--- config.mk ---
export PLATFORM = sky130hd
export DESIGN_NAME = round_robin_line_poller_unit
export DESIGN_NICKNAME = d
export VERILOG_FILES = /design/src/design/rrlp_pkg.sv /design/src/design/rrlp_line_match.sv /design/src/design/rrlp_result_fifo.sv /design/src/design/round_robin_line_poller_unit.sv
export VERILOG_INCLUDE_DIRS = /design/src /design/src/design
export SDC_FILE = /design/constraint.sdc
export NUM_CORES = 1
export LEC_CHECK = 0
export ABC_AREA = 1
export BUFFER_PORTS_ARGS = -buffer_cell sky130_fd_sc_hd__buf_2
export CAP_MARGIN = 20
export CORE_MARGIN = 3
export CORE_UTILIZATION = 53
export DETAILED_ROUTE_END_ITERATION = 7
export PLACE_DENSITY = 0.68
export SLEW_MARGIN = 20
export SYNTH_ARGS = -nofsm -noshare
export SYNTH_HDL_FRONTEND = slang
export SYNTH_SLANG_ARGS = --single-unit
--- constraint.sdc ---
create_clock -name clk -period 6.7 [get_ports clk]
set_clock_uncertainty 0.05 [all_clocks]
set_input_delay 1.34 -clock clk [delete_from_list [all_inputs] [get_ports clk]]
set_output_delay 1.34 -clock clk [all_outputs]
set_load 0.02 [all_outputs]
--- src/design/assert_macros.svh ---
// Assertion macros shared by the round robin line poller design files.
`ifndef ASSERT_MACROS_SVH
`define ASSERT_MACROS_SVH

// Checks that an expression holds at every clock edge outside of reset.
`define RRLP_ASSERT(lbl, expr, msg) \
	lbl: assert property (@(posedge clk) disable iff (!arst_n) (expr)) else $error(msg);

// Checks that a consequent holds in the same cycle as its antecedent.
`define RRLP_ASSERT_IMPL(lbl, ante, cons, msg) \
	lbl: assert property (@(posedge clk) disable iff (!arst_n) (ante) |-> (cons)) \
		else $error(msg);

// Checks that a consequent holds in the cycle after its antecedent.
`define RRLP_ASSERT_NEXT(lbl, ante, cons, msg) \
	lbl: assert property (@(posedge clk) disable iff (!arst_n) (ante) |=> (cons)) \
		else $error(msg);

`endif

--- src/design/rrlp_pkg.sv ---
// Package with types, constants and helpers of the round robin line poller.
package rrlp_pkg;

	localparam int DEVICE_COUNT = 4;
	localparam int TIMER_BITS = 16;
	localparam int DEV_W = (DEVICE_COUNT > 1) ? $clog2(DEVICE_COUNT) : 1;
	localparam int CFG_W = 16;
	localparam int CMP_W = (TIMER_BITS > CFG_W) ? TIMER_BITS : CFG_W;
	localparam int CFG_IDX_W = 8;
	localparam int RES_DEPTH = 4;
	localparam int RES_PTR_W = $clog2(RES_DEPTH);
	localparam int RES_CNT_W = $clog2(RES_DEPTH + 1);

	localparam logic [DEV_W-1:0] DEV_LAST = DEV_W'(DEVICE_COUNT - 1);

	localparam logic [CFG_IDX_W-1:0] CFG_POLL_INTERVAL = CFG_IDX_W'(0);
	localparam logic [CFG_IDX_W-1:0] CFG_RESPONSE_TIMEOUT = CFG_IDX_W'(1);
	localparam logic [CFG_W-1:0] POLL_INTERVAL_RESET = 16'd5000;
	localparam logic [CFG_W-1:0] RESPONSE_TIMEOUT_RESET = 16'd1000;

	localparam logic [7:0] CH_LF = 8'h0A;
	localparam logic [7:0] CH_CR = 8'h0D;
	localparam logic [7:0] CH_SPACE = 8'h20;
	localparam logic [7:0] CH_TAB = 8'h09;
	localparam logic [7:0] CH_VT = 8'h0B;
	localparam logic [7:0] CH_FF = 8'h0C;
	localparam logic [7:0] CH_BAR = 8'h7C;

	localparam logic [2:0] PREFIX_LEN = 3'd4;
	localparam logic [2:0] SEARCH_LEN = 3'd6;

	typedef enum logic [2:0] {
		EV_SEND = 3'd0,
		EV_TEMP = 3'd1,
		EV_UNKNOWN = 3'd2,
		EV_MISSED = 3'd3,
		EV_DONE = 3'd4
	} event_t;

	typedef enum logic [4:0] {
		PH_LEAD = 5'b00001,
		PH_PREFIX = 5'b00010,
		PH_SEARCH = 5'b00100,
		PH_FAIL = 5'b01000,
		PH_FOUND = 5'b10000
	} phase_t;

	typedef struct packed {
		phase_t ph;
		logic [2:0] ix;
	} match_t;

	typedef struct packed {
		event_t ev;
		logic [1:0] dev;
		logic last;
	} result_t;

	typedef struct packed {
		logic [1:0] n;
		result_t r0;
		result_t r1;
	} push_t;

	function automatic logic [7:0] prefix_char(input logic [2:0] ix);
		logic [7:0] c;
		unique case (ix)
			3'd0: c = 8'h43;
			3'd1: c = 8'h50;
			3'd2: c = 8'h55;
			3'd3: c = 8'h3A;
			default: c = 8'h00;
		endcase
		return c;
	endfunction

	function automatic logic [7:0] search_char(input logic [2:0] ix);
		logic [7:0] c;
		unique case (ix)
			3'd0: c = 8'h7C;
			3'd1: c = 8'h4E;
			3'd2: c = 8'h56;
			3'd3: c = 8'h4D;
			3'd4: c = 8'h45;
			3'd5: c = 8'h3A;
			default: c = 8'h00;
		endcase
		return c;
	endfunction

	// The device port is two bits wide whatever the device count.
	function automatic logic [1:0] dev_field(input logic [DEV_W-1:0] dev);
		logic [31:0] w;
		w = 32'(dev);
		return w[1:0];
	endfunction

endpackage

--- src/design/rrlp_line_match.sv ---
// Next state of one device's line matcher for a received character.
module rrlp_line_match (
	input rrlp_pkg::match_t cur,
	input logic [7:0] rx_char,
	output rrlp_pkg::match_t nxt
);

	logic ws;
	logic [2:0] pix;
	logic [2:0] six;

	assign ws = (rx_char == rrlp_pkg::CH_SPACE) || (rx_char == rrlp_pkg::CH_TAB) ||
		(rx_char == rrlp_pkg::CH_VT) || (rx_char == rrlp_pkg::CH_FF);

	always_comb begin
		nxt = cur;
		pix = (cur.ph == rrlp_pkg::PH_LEAD) ? 3'd0 : cur.ix;
		six = 3'd0;
		unique case (cur.ph)
			rrlp_pkg::PH_LEAD, rrlp_pkg::PH_PREFIX: begin
				if ((cur.ph == rrlp_pkg::PH_LEAD) && ws) begin
					nxt = cur;
				end else if ((pix < rrlp_pkg::PREFIX_LEN) &&
					(rx_char == rrlp_pkg::prefix_char(pix))) begin
					if (pix == rrlp_pkg::PREFIX_LEN - 3'd1) begin
						nxt.ph = rrlp_pkg::PH_SEARCH;
						nxt.ix = 3'd0;
					end else begin
						nxt.ph = rrlp_pkg::PH_PREFIX;
						nxt.ix = pix + 3'd1;
					end
				end else begin
					nxt.ph = rrlp_pkg::PH_FAIL;
					nxt.ix = 3'd0;
				end
			end
			rrlp_pkg::PH_SEARCH: begin
				if ((cur.ix < rrlp_pkg::SEARCH_LEN) &&
					(rx_char == rrlp_pkg::search_char(cur.ix))) begin
					six = cur.ix + 3'd1;
				end else begin
					// A bar that breaks a partial match may start a new one.
					six = (rx_char == rrlp_pkg::CH_BAR) ? 3'd1 : 3'd0;
				end
				if (six == rrlp_pkg::SEARCH_LEN) begin
					nxt.ph = rrlp_pkg::PH_FOUND;
					nxt.ix = 3'd0;
				end else begin
					nxt.ph = rrlp_pkg::PH_SEARCH;
					nxt.ix = six;
				end
			end
			rrlp_pkg::PH_FOUND: begin
				nxt = cur;
			end
			default: begin
				nxt.ph = rrlp_pkg::PH_FAIL;
				nxt.ix = 3'd0;
			end
		endcase
	end

endmodule

--- src/design/rrlp_result_fifo.sv ---
// Result queue that takes up to two words a cycle and hands out one.
`include "assert_macros.svh"

module rrlp_result_fifo (
	input logic clk,
	input logic arst_n,
	input rrlp_pkg::push_t push,
	output logic room2,
	output logic out_valid,
	input logic out_ready,
	output rrlp_pkg::result_t out_word
);

	rrlp_pkg::result_t mem_q [rrlp_pkg::RES_DEPTH];
	logic [rrlp_pkg::RES_PTR_W-1:0] wr_q;
	logic [rrlp_pkg::RES_PTR_W-1:0] rd_q;
	logic [rrlp_pkg::RES_CNT_W-1:0] cnt_q;
	logic [rrlp_pkg::RES_PTR_W-1:0] wr1;
	logic pop;

	assign wr1 = wr_q + 1'b1;
	assign pop = out_valid && out_ready;
	assign out_valid = (cnt_q != '0);
	assign out_word = mem_q[rd_q];
	assign room2 = (cnt_q <= rrlp_pkg::RES_CNT_W'(rrlp_pkg::RES_DEPTH - 2));

	always_ff @(posedge clk) begin
		if (push.n != 2'd0) begin
			mem_q[wr_q] <= push.r0;
		end
		if (push.n == 2'd2) begin
			mem_q[wr1] <= push.r1;
		end
	end

	always_ff @(posedge clk or negedge arst_n) begin
		if (!arst_n) begin
			wr_q <= '0;
			rd_q <= '0;
			cnt_q <= '0;
		end else begin
			wr_q <= wr_q + rrlp_pkg::RES_PTR_W'(push.n);
			if (pop) begin
				rd_q <= rd_q + 1'b1;
			end
			cnt_q <= cnt_q + rrlp_pkg::RES_CNT_W'(push.n) - rrlp_pkg::RES_CNT_W'(pop);
		end
	end

	`RRLP_ASSERT(a_fifo_no_overflow, cnt_q <= rrlp_pkg::RES_CNT_W'(rrlp_pkg::RES_DEPTH), "result queue overflow")
	`RRLP_ASSERT_IMPL(a_fifo_push_room, push.n != 2'd0, room2, "result pushed without room")

endmodule

--- src/design/round_robin_line_poller_unit.sv ---
// Top level of the round robin line poller: input stage, sweep control and result queue.
//
// Usage:
// The input channel (in_valid, in_ready, cmd, rx_byte) carries one word per item:
// a one millisecond tick when cmd is 0, or a byte received from the polled device
// when cmd is 1. The output channel (out_valid, out_ready, event_res, device, last)
// carries zero, one or two result words per item; last marks the final word of an
// item. The configuration channel (cfg_valid, cfg_ready, cfg_index, cfg_data) writes
// the poll interval (index 0) and the response timeout (index 1); it is always ready.
// An accepted item is held in the input register and processed there; its results are
// written into the result queue, from which the output channel hands them out. One
// item is taken every cycle while the four word result queue has room for two words;
// the output drains one word per cycle while out_ready is high, and this drain rate
// sets the sustained rate when items make results.
// Reset clears the sweep state, timers and all line matchers and loads the register
// defaults of 5000 ms and 1000 ms. When the receiver stalls, the result queue fills
// and in_ready drops once the held item can no longer be placed.
`include "assert_macros.svh"

module round_robin_line_poller_unit (
	input logic clk,
	input logic arst_n,
	input logic in_valid,
	output logic in_ready,
	input logic cmd,
	input logic [7:0] rx_byte,
	output logic out_valid,
	input logic out_ready,
	output logic [2:0] event_res,
	output logic [1:0] device,
	output logic last,
	input logic cfg_valid,
	output logic cfg_ready,
	input logic [rrlp_pkg::CFG_IDX_W-1:0] cfg_index,
	input logic [rrlp_pkg::CFG_W-1:0] cfg_data
);

	logic valid_s1;
	logic cmd_s1;
	logic [7:0] byte_s1;

	logic [rrlp_pkg::CFG_W-1:0] interval_q;
	logic [rrlp_pkg::CFG_W-1:0] timeout_q;
	logic sweep_q;
	logic sent_q;
	logic [rrlp_pkg::DEV_W-1:0] dev_q;
	logic [rrlp_pkg::TIMER_BITS-1:0] since_q;
	logic [rrlp_pkg::TIMER_BITS-1:0] wait_q;
	rrlp_pkg::match_t match_q [rrlp_pkg::DEVICE_COUNT];

	logic sweep_n;
	logic sent_n;
	logic [rrlp_pkg::DEV_W-1:0] dev_n;
	logic [rrlp_pkg::TIMER_BITS-1:0] since_n;
	logic [rrlp_pkg::TIMER_BITS-1:0] wait_n;
	logic match_wr;
	rrlp_pkg::match_t match_wdata;

	rrlp_pkg::match_t match_cur;
	rrlp_pkg::match_t match_fed;
	rrlp_pkg::push_t push;
	rrlp_pkg::result_t out_word;
	logic room2;
	logic fire_s1;

	logic [rrlp_pkg::CFG_W-1:0] interval_eff;
	logic [rrlp_pkg::CFG_W-1:0] timeout_eff;

	assign cfg_ready = 1'b1;
	assign fire_s1 = valid_s1 && room2;
	assign in_ready = !valid_s1 || room2;
	assign interval_eff = (interval_q == '0) ? rrlp_pkg::CFG_W'(1) : interval_q;
	assign timeout_eff = (timeout_q == '0) ? rrlp_pkg::CFG_W'(1) : timeout_q;
	assign match_cur = match_q[dev_q];

	rrlp_line_match u_match (
		.cur(match_cur),
		.rx_char(byte_s1),
		.nxt(match_fed)
	);

	always_comb begin
		logic [rrlp_pkg::TIMER_BITS-1:0] since_inc;
		logic [rrlp_pkg::TIMER_BITS-1:0] wait_inc;
		logic start;
		logic do_adv;
		logic wrap;
		sweep_n = sweep_q;
		sent_n = sent_q;
		dev_n = dev_q;
		since_n = since_q;
		wait_n = wait_q;
		match_wr = 1'b0;
		match_wdata = match_fed;
		push.n = 2'd0;
		push.r0 = '{ev: rrlp_pkg::EV_SEND, dev: rrlp_pkg::dev_field(dev_q), last: 1'b0};
		push.r1 = '{ev: rrlp_pkg::EV_DONE, dev: rrlp_pkg::dev_field(rrlp_pkg::DEV_LAST),
			last: 1'b0};
		since_inc = (since_q == '1) ? since_q : since_q + 1'b1;
		wait_inc = (sent_q && (wait_q != '1)) ? wait_q + 1'b1 : wait_q;
		start = 1'b0;
		do_adv = 1'b0;
		wrap = (dev_q == rrlp_pkg::DEV_LAST);
		if (fire_s1) begin
			if (!cmd_s1) begin
				since_n = since_inc;
				wait_n = wait_inc;
				start = !sweep_q &&
					(rrlp_pkg::CMP_W'(since_inc) >= rrlp_pkg::CMP_W'(interval_eff));
				if (start) begin
					sweep_n = 1'b1;
					dev_n = '0;
					sent_n = 1'b0;
					wait_n = '0;
					since_n = '0;
				end
				if (sweep_q || start) begin
					if (start || !sent_q) begin
						push.n = 2'd1;
						push.r0.ev = rrlp_pkg::EV_SEND;
						push.r0.dev = start ? 2'd0 : rrlp_pkg::dev_field(dev_q);
						sent_n = 1'b1;
						wait_n = '0;
					end else if (rrlp_pkg::CMP_W'(wait_inc) >=
						rrlp_pkg::CMP_W'(timeout_eff)) begin
						// The matcher keeps its partial line across a missed poll.
						push.n = 2'd1;
						push.r0.ev = rrlp_pkg::EV_MISSED;
						do_adv = 1'b1;
					end
				end
			end else if (sweep_q && sent_q) begin
				if (byte_s1 == rrlp_pkg::CH_LF) begin
					push.n = 2'd1;
					push.r0.ev = (match_cur.ph == rrlp_pkg::PH_FOUND) ?
						rrlp_pkg::EV_TEMP : rrlp_pkg::EV_UNKNOWN;
					match_wr = 1'b1;
					match_wdata = '{ph: rrlp_pkg::PH_LEAD, ix: 3'd0};
					do_adv = 1'b1;
				end else if (byte_s1 != rrlp_pkg::CH_CR) begin
					match_wr = 1'b1;
				end
			end
		end
		if (do_adv) begin
			sent_n = 1'b0;
			wait_n = '0;
			if (wrap) begin
				sweep_n = 1'b0;
				dev_n = '0;
				push.n = 2'd2;
			end else begin
				dev_n = dev_q + 1'b1;
			end
		end
		if (push.n == 2'd2) begin
			push.r1.last = 1'b1;
		end else begin
			push.r0.last = 1'b1;
		end
	end

	always_ff @(posedge clk) begin
		if (in_valid && in_ready) begin
			cmd_s1 <= cmd;
			byte_s1 <= rx_byte;
		end
	end

	always_ff @(posedge clk or negedge arst_n) begin
		if (!arst_n) begin
			valid_s1 <= 1'b0;
			interval_q <= rrlp_pkg::POLL_INTERVAL_RESET;
			timeout_q <= rrlp_pkg::RESPONSE_TIMEOUT_RESET;
			sweep_q <= 1'b0;
			sent_q <= 1'b0;
			dev_q <= '0;
			since_q <= '0;
			wait_q <= '0;
			for (int i = 0; i < rrlp_pkg::DEVICE_COUNT; i++) begin
				match_q[i] <= '{ph: rrlp_pkg::PH_LEAD, ix: 3'd0};
			end
		end else begin
			if (in_ready) begin
				valid_s1 <= in_valid;
			end
			if (cfg_valid && cfg_ready) begin
				if (cfg_index == rrlp_pkg::CFG_POLL_INTERVAL) begin
					interval_q <= cfg_data;
				end else if (cfg_index == rrlp_pkg::CFG_RESPONSE_TIMEOUT) begin
					timeout_q <= cfg_data;
				end
			end
			sweep_q <= sweep_n;
			sent_q <= sent_n;
			dev_q <= dev_n;
			since_q <= since_n;
			wait_q <= wait_n;
			if (match_wr) begin
				match_q[dev_q] <= match_wdata;
			end
		end
	end

	rrlp_result_fifo u_fifo (
		.clk(clk),
		.arst_n(arst_n),
		.push(push),
		.room2(room2),
		.out_valid(out_valid),
		.out_ready(out_ready),
		.out_word(out_word)
	);

	assign event_res = out_word.ev;
	assign device = out_word.dev;
	assign last = out_word.last;

	`RRLP_ASSERT_IMPL(a_sent_in_sweep, sent_q, sweep_q, "poll outstanding outside a sweep")
	`RRLP_ASSERT_IMPL(a_idle_at_first, !sweep_q, dev_q == '0, "idle block not at first device")
	`RRLP_ASSERT_NEXT(a_done_ends_sweep, (push.n == 2'd2) && (push.r1.ev == rrlp_pkg::EV_DONE), !sweep_q, "sweep still active after sweep done")

endmodule

; ---- After elaboration in Yosys (flattened, before gate mapping)
; Memory sizes are Yosys's and may differ from the RTL's.
; Index checks and enable logic that the tools add are counted.
[totals]
regBits = 117
latchBits = 0
ram_bits = 24
mem_bits_ro = 0
input_bits = 38
word_cells = 182
mem_count = 1
[mem_list]
columns = memory, depth, word_bits, read_ports, rd_clocked_by_memory_dff, write_ports, line
row1 = u_fifo.mem_q, 4, 6, 1, 0, 2, rrlp_result_fifo.sv:14  ; rrlp_pkg::result_t mem_q [rrlp_pkg::RES_DEPTH];
[classes]
add_sub_neg = 10
multipliers = 0
div_mod_pow = 0
order_cmp = 7
eq_ne = 28
shifts = 0
muxes = 80
bitwise = 3
n_reduce_logical = 32
[op_table]
columns = op, count
row1 = 16-bit 2-to-1 mux, 11
row2 = 8-bit 2-to-1 mux, 12
row3 = 7-bit one-hot mux with 6 select lines, 1
row4 = "16-bit by 1-bit adder with 16-bit output, second input constant", 2
row5 = 32-bit bitwise mux, 1
row6 = "8-bit by 4-bit equality test with 1-bit output, second input constant", 4
row7 = 16-bit greater-or-equal comparator, 2
row8 = 16-bit zero test, 2
row9 = 1-bit 2-to-1 mux, 29
row10 = 7-bit one-hot mux with 4 select lines, 1
row11 = 8-bit one-hot mux with 3 select lines, 1
row12 = 2-bit 2-to-1 mux, 10
row13 = 8-bit binary-select mux with 2-bit select, 1
row14 = 8-bit demux with 2-bit select, 1
row15 = "16-bit equality test, second input constant", 1
row16 = 8-bit equality test, 2
row17 = 4-bit 2-to-1 mux, 4
row18 = "16-bit != test, second input constant", 1
row19 = 7-bit 2-to-1 mux, 2
row20 = "3-bit by 2-bit equality test with 1-bit output, second input constant", 4
row21 = 6-bit 2-to-1 mux, 2
row22 = 1-bit logical AND, 10
row23 = "3-bit equality test, second input constant", 3
row24 = 3-bit 2-to-1 mux, 3
row25 = 32 further kinds, 50

; ---- Depth between registers and ports, before layout
[depth]
ltp_word = 20
mapped_depth = 34
mapped_depth_nobuf = 33

; ---- By module
; A second synthesis with hierarchy kept.
[hier_totals]
cells_unflattened = 1281
hier_area_um2 = 9350.2
[by_module_without_submodules]
columns = mod, instances, cells_each, area_per_inst_um2, seq_area_each_um2
row1 = round_robin_line_poller_unit, 1, 903, 6827.8, 2816.5
row2 = rrlp_result_fifo, 1, 218, 1724.2, 895.9
row3 = rrlp_line_match, 1, 160, 798.3, 0.0

; ---- Least setup slack after synthesis
; OpenSTA, ideal clock, no wires.
[synth_timing]
path_type = register to register
startpoint = reg wait_q[0] (netlist bit)
endpoint = reg u_fifo.cnt_q[2] (netlist bit)
setup_time_ps = 123
arrival_ps = 4225
t_required_ps = 6527
slack_ps = 2303
stages_incl_launch_ff = 35
n_path_buf = 1
path_cell_list = dfrtp_1 > ha_1 > nand2_1 > inv_1 > nand2_1 > nor2_1 > nand3_1 > nand2_1 > nor2_1 > nand3_1 > nor2_1 > nand2_1 > nor2_1 > nand3_1 > nor2_1 > nand2_1 > nand2_1 > inv_2 > ha_1 > nand2_1 > inv_1 > nand3_1 > nor3_1 > nand3_1 > nand3_1 > nand2_1 > nand2_1 > nand2_1 > nor2_2 > buf_4 > inv_1 > ha_1 > inv_1 > fa_1 > xnor2_1
[synth_between]
elab_chain_cells = 13
word_cells_on_any_way = 19
cone_classes = 3 x add/sub / 1 x order compare / 1 x eq/ne / 13 x mux / 1 x reduce/logical
[synth_lines]
columns = element, line
row1 = start: declaration, round_robin_line_poller_unit.sv:48  ; logic [rrlp_pkg::TIMER_BITS-1:0] wait_q;
row2 = start signal: assignment, round_robin_line_poller_unit.sv:198  ; wait_q <= wait_n;
row3 = "parallel branches: the longest is 2 deep, another holds 16-bit by 1-bit adder with 16-bit output", -
row4 = 16-bit 2-to-1 mux *, round_robin_line_poller_unit.sv:100  ; wait_inc = (sent_q && (wait_q != '1)) ? wait_q + 1'b1 : wait_q;
row5 = 16-bit greater-or-equal comparator *, round_robin_line_poller_unit.sv:124  ; end else if (rrlp_pkg::CMP_W'(wait_inc) >=
row6 = 4-bit 2-to-1 mux, round_robin_line_poller_unit.sv:124
row7 = 4-bit 2-to-1 mux, round_robin_line_poller_unit.sv:118  ; if (start || !sent_q) begin
row8 = 6-bit 2-to-1 mux, round_robin_line_poller_unit.sv:117  ; if (sweep_q || start) begin
row9 = 5-bit 2-to-1 mux, round_robin_line_poller_unit.sv:105  ; if (!cmd_s1) begin
row10 = 7-bit 2-to-1 mux, round_robin_line_poller_unit.sv:104  ; if (fire_s1) begin
row11 = 2-bit 2-to-1 mux, round_robin_line_poller_unit.sv:148  ; if (wrap) begin
row12 = 2-bit 2-to-1 mux *, round_robin_line_poller_unit.sv:145  ; if (do_adv) begin
row13 = 3-bit by 2-bit adder with 3-bit output *, rrlp_result_fifo.sv:46  ; cnt_q <= cnt_q + rrlp_pkg::RES_CNT_W'(push.n) - rrlp_pkg::RES_CNT_W'(pop);
row14 = 3-bit by 1-bit subtractor with 3-bit output *, rrlp_result_fifo.sv:46
row15 = end signal: assignment, rrlp_result_fifo.sv:46
row16 = end: declaration, rrlp_result_fifo.sv:17  ; logic [rrlp_pkg::RES_CNT_W-1:0] cnt_q;
; Every way passes the cells marked *.
; A chain may end at the register's enable or synchronous reset.

; ---- Worst setup path in the final report
; Ends and elaborated chain as after synthesis.

==> run summary <==
min cycle time layout - 5.13 ns
die height - 133 um
CP required - 6.95 ns
GRT Overall Usage - 22.8%
Bufs and invs on worst path - 5
synth warn - 0
CTS Buffer Depth - 2
post-placement cell count - 1382
max cap viols - 0
CTS tree - yes
Synth-to-Final Area Change - 10.7%
largest net degree at the start of global routing - 64
synth unique cells - 50
Via density - 5.23
Max Slew Vio Count - 0
Overflow after GRT - 0
H-tree depth reported by CTS - 4
Yosys reg bits - 141
critical path's slowest cell - fa_1
GPL Wtd Cong - 0.874
CP delay by family, top - simple AND/OR/NAND/NOR gates
Clk Latency, worst-skew pair - 0.42 ns
data arrival time of the worst path - 5.38 ns
Mapped Avg Cell Area - 7.46 sq um
Pleak - 4.78 nW
post-synthesis compound-gate area fraction - 13.3%
hold_buf cts - 0
Hold Path Depth - 2
relative slew slack - 33.3%
Most used DFF post-synth - dfrtp_1
Vias - 7397
port bufs - 45
Wirelength per Cell - 13.8 um
top cell type's share of synthesized area - 27.1%
kind of critical path - reg -> reg
CP Launch Type - flop
Syn Inst Count - 1150
vias in the first global route - 6836
die area - 17700 sq um
HP Start - u_fifo.mem_q[1][5]$_SDFFE_PP1P_
Least-Margin Pin Slew - 0.997 ns
DRT Wirelength - 19500 um
worst r2r path cells - 33
main combinational cell family by area after synthesis - simple AND/OR/NAND/NOR gates
Hold Path End - u_fifo.mem_q[1][5]$_SDFFE_PP1P_
Iter 0 DRT Violations - 550
ys async rst share - 76.6%
drt pass-1 iters - 5
Die W - 133 um
worst-path maximum fanout - 13
reg-to-reg setup timing slack - 1.57 ns
drt drc - 0
CP Capture Type - flop
status - completed
r2r startpoint - wait_q[0]$_DFFE_PN0P_
fraction of layout cells with a size suffix above 1 - 9.98%
R2R Path End - u_fifo.cnt_q[2]$_DFF_PN0_
Final Hold Vio Count - 0
RSZ-0062 raised after global routing - false
Antenna Nets Post-Route - 0
setup TNS - 0 ns
Layout Nets - 1280
maximum VDD drop - 200 uV
row count - 45
Clock transition at path regs - 0.06 ns
Post-synth EDFFs - 13
Antenna diodes - 0
most frequent CP cell - nand2_1
first-pass GRT wire length - 33100 um
simple-gate area share of the yosys netlist - 25.6%
Power Density - 364 nW/um^2
initial antenna violation count - 0
I/O pin count - 47
leading area contributor after synthesis - dfrtp_1
Starting Density - 55.2%
placeable core area - 15500 sq um
Slowest Stage Delay on Critical Path - 0.43 ns
root buffer cell - clkbuf_16
setup violators final - 0
Mapped Area - 8580 sq um
adder-cell share of the synthesized area - 7.67%
Fmax - 195 MHz
Inserted Clock Buffers - 17
Post-Syn Nets - 1240
worst hold path type - reg -> reg
Post-Synth XOR/XNOR Area - 2.55%
post-synthesis mux area share - 0%
synth top area cells - dfrtp_1 27%, nand2_1 12%, inv_1 8.0%
PostCTS Resize Cnt - 0
Layout Cells excl Fill - 1414
post-DP HPWL - 14400 um
Seq/Total Area, Yosys - 40.9%
CTS Sinks - 141
postcts setup bufs - 0
Final Cycle Share - 76.6%
-- worst max path at each step --
stage	to	cells after the start	start
2_1_floorplan	u_fifo.cnt_q[2]$_DFF_PN0_	34	wait_q[0]$_DFFE_PN0P_
3_3_place_gp	u_fifo.cnt_q[2]$_DFF_PN0_	33	wait_q[0]$_DFFE_PN0P_
3_5_place_dp	u_fifo.cnt_q[2]$_DFF_PN0_	33	wait_q[0]$_DFFE_PN0P_
4_1_cts	u_fifo.cnt_q[2]$_DFF_PN0_	33	wait_q[0]$_DFFE_PN0P_
5_1_grt	u_fifo.cnt_q[2]$_DFF_PN0_	33	wait_q[0]$_DFFE_PN0P_
6_report	u_fifo.cnt_q[2]$_DFF_PN0_	33	wait_q[0]$_DFFE_PN0P_
-- per-layer routing --
layer	up-vias	wire length (um)	part of all wire (%)	track usage [%]
met3	25	762	3.9	4.04
li1	3817	-	-	-
met2	145	8810	45	35.3
met1	3410	9590	49	33.0
met5	-	0	0	0
met4	0	328	1.7	6.57
-- through the flow --
stage | hold slack (ns) | setup WS (ns) | util (%) | instance area, sq um | power [mW]
after CTS | 0.396 | 1.56 | 61.1 | 9500 | 3.48
after global placement | 0.376 | 1.80 | 57.6 | 8960 | 2.58
final | 0.396 | 1.57 | 61.1 | 9500 | 3.46
after global routing | 0.417 | 0.945 | 61.1 | 9500 | 3.74
after detailed placement | 0.382 | 1.60 | 57.6 | 8960 | 2.60
after floorplan | 0.364 | 2.30 | - | 8580 | 2.26
-- power breakdown --
part	total (mW)	switching (mW)	internal (mW)	leakage, nW
Sequential	1.18	0.150	1.03	1.70
Clock	0.871	0.350	0.520	0.275
Combinational	1.41	0.947	0.460	2.81
-- layout make-up --
cell class              count  area (sq um)
well taps                 211           264
repair buffers             48           250
inverters                 190           713
clock buffers              26           509
clock inverters             6          32.5
fillers                  1498          6040
multi-input cells         792          4220
flip-flops and latches    141          3510
-- state kept, by name, summed over array words and instances (netlist names) --
signal,cells
interval_q,16
sent_q,1
cmd_s1,1
wait_q,16
u_fifo.rd_q,2
byte_s1,8
valid_s1,1
dev_q,2
u_fifo.wr_q,2
sweep_q,1
match_q,32
since_q,16
u_fifo.cnt_q,3
timeout_q,16
u_fifo.mem_q,24
-- tightest hold or removal path, cell delays in order (launching register included) --
cell     delay [ns]
dfxtp_1        0.32
nand2_1        0.05
nand2_1        0.04
-- synth_stat cells, types with 2 or more instances --
cell        n
a21oi_1    40
dfxtp_1    20
nand3_1    92
nand4_1    11
nor4_1     10
ha_1       51
dfrtp_1    93
nand3_2     2
buf_2       2
edfxtp_1   13
o21a_1      5
xor2_1     22
o22ai_1     8
o211ai_1   12
nor2_4      2
o21ai_2     2
o21ai_1    14
clkbuf_1   18
nand2_1   284
inv_1     183
nand2_2     7
inv_2       6
a221oi_1    2
nor2_2      4
a31oi_1    11
buf_6       2
or2_2       2
dfstp_2    15
nor3_1     19
buf_4       4
xnor2_1     3
o21ai_0    96
nor2_1     78
-- kinds of logic (layout without fill, tap and decap cells) --
group,count (synthesis),count (layout)
AO/OA/AOI/OAI,200,200
buffers and inverters,217,270
AND/OR/NAND/NOR,514,514
adder cells (fa/ha/maj),52,52
flip-flops,141,141
other,1,1
XOR/XNOR,25,25
-- placed cells by master (no fill, tap or decap), types with 11 or more instances in the layout --
cell type / count
dfrtp_1: 93
a31oi_1: 11
dfxtp_1: 20
xor2_1: 22
o21ai_1: 14
edfxtp_1: 13
o211ai_1: 12
nand4_1: 11
o21ai_0: 96
nor2_1: 78
buf_2: 44
a21oi_1: 40
nand2_1: 284
clkbuf_16: 17
inv_1: 183
nor3_1: 19
dfstp_2: 15
nand3_1: 92
ha_1: 51
Note: power is estimated with default switching activity, not from simulation.
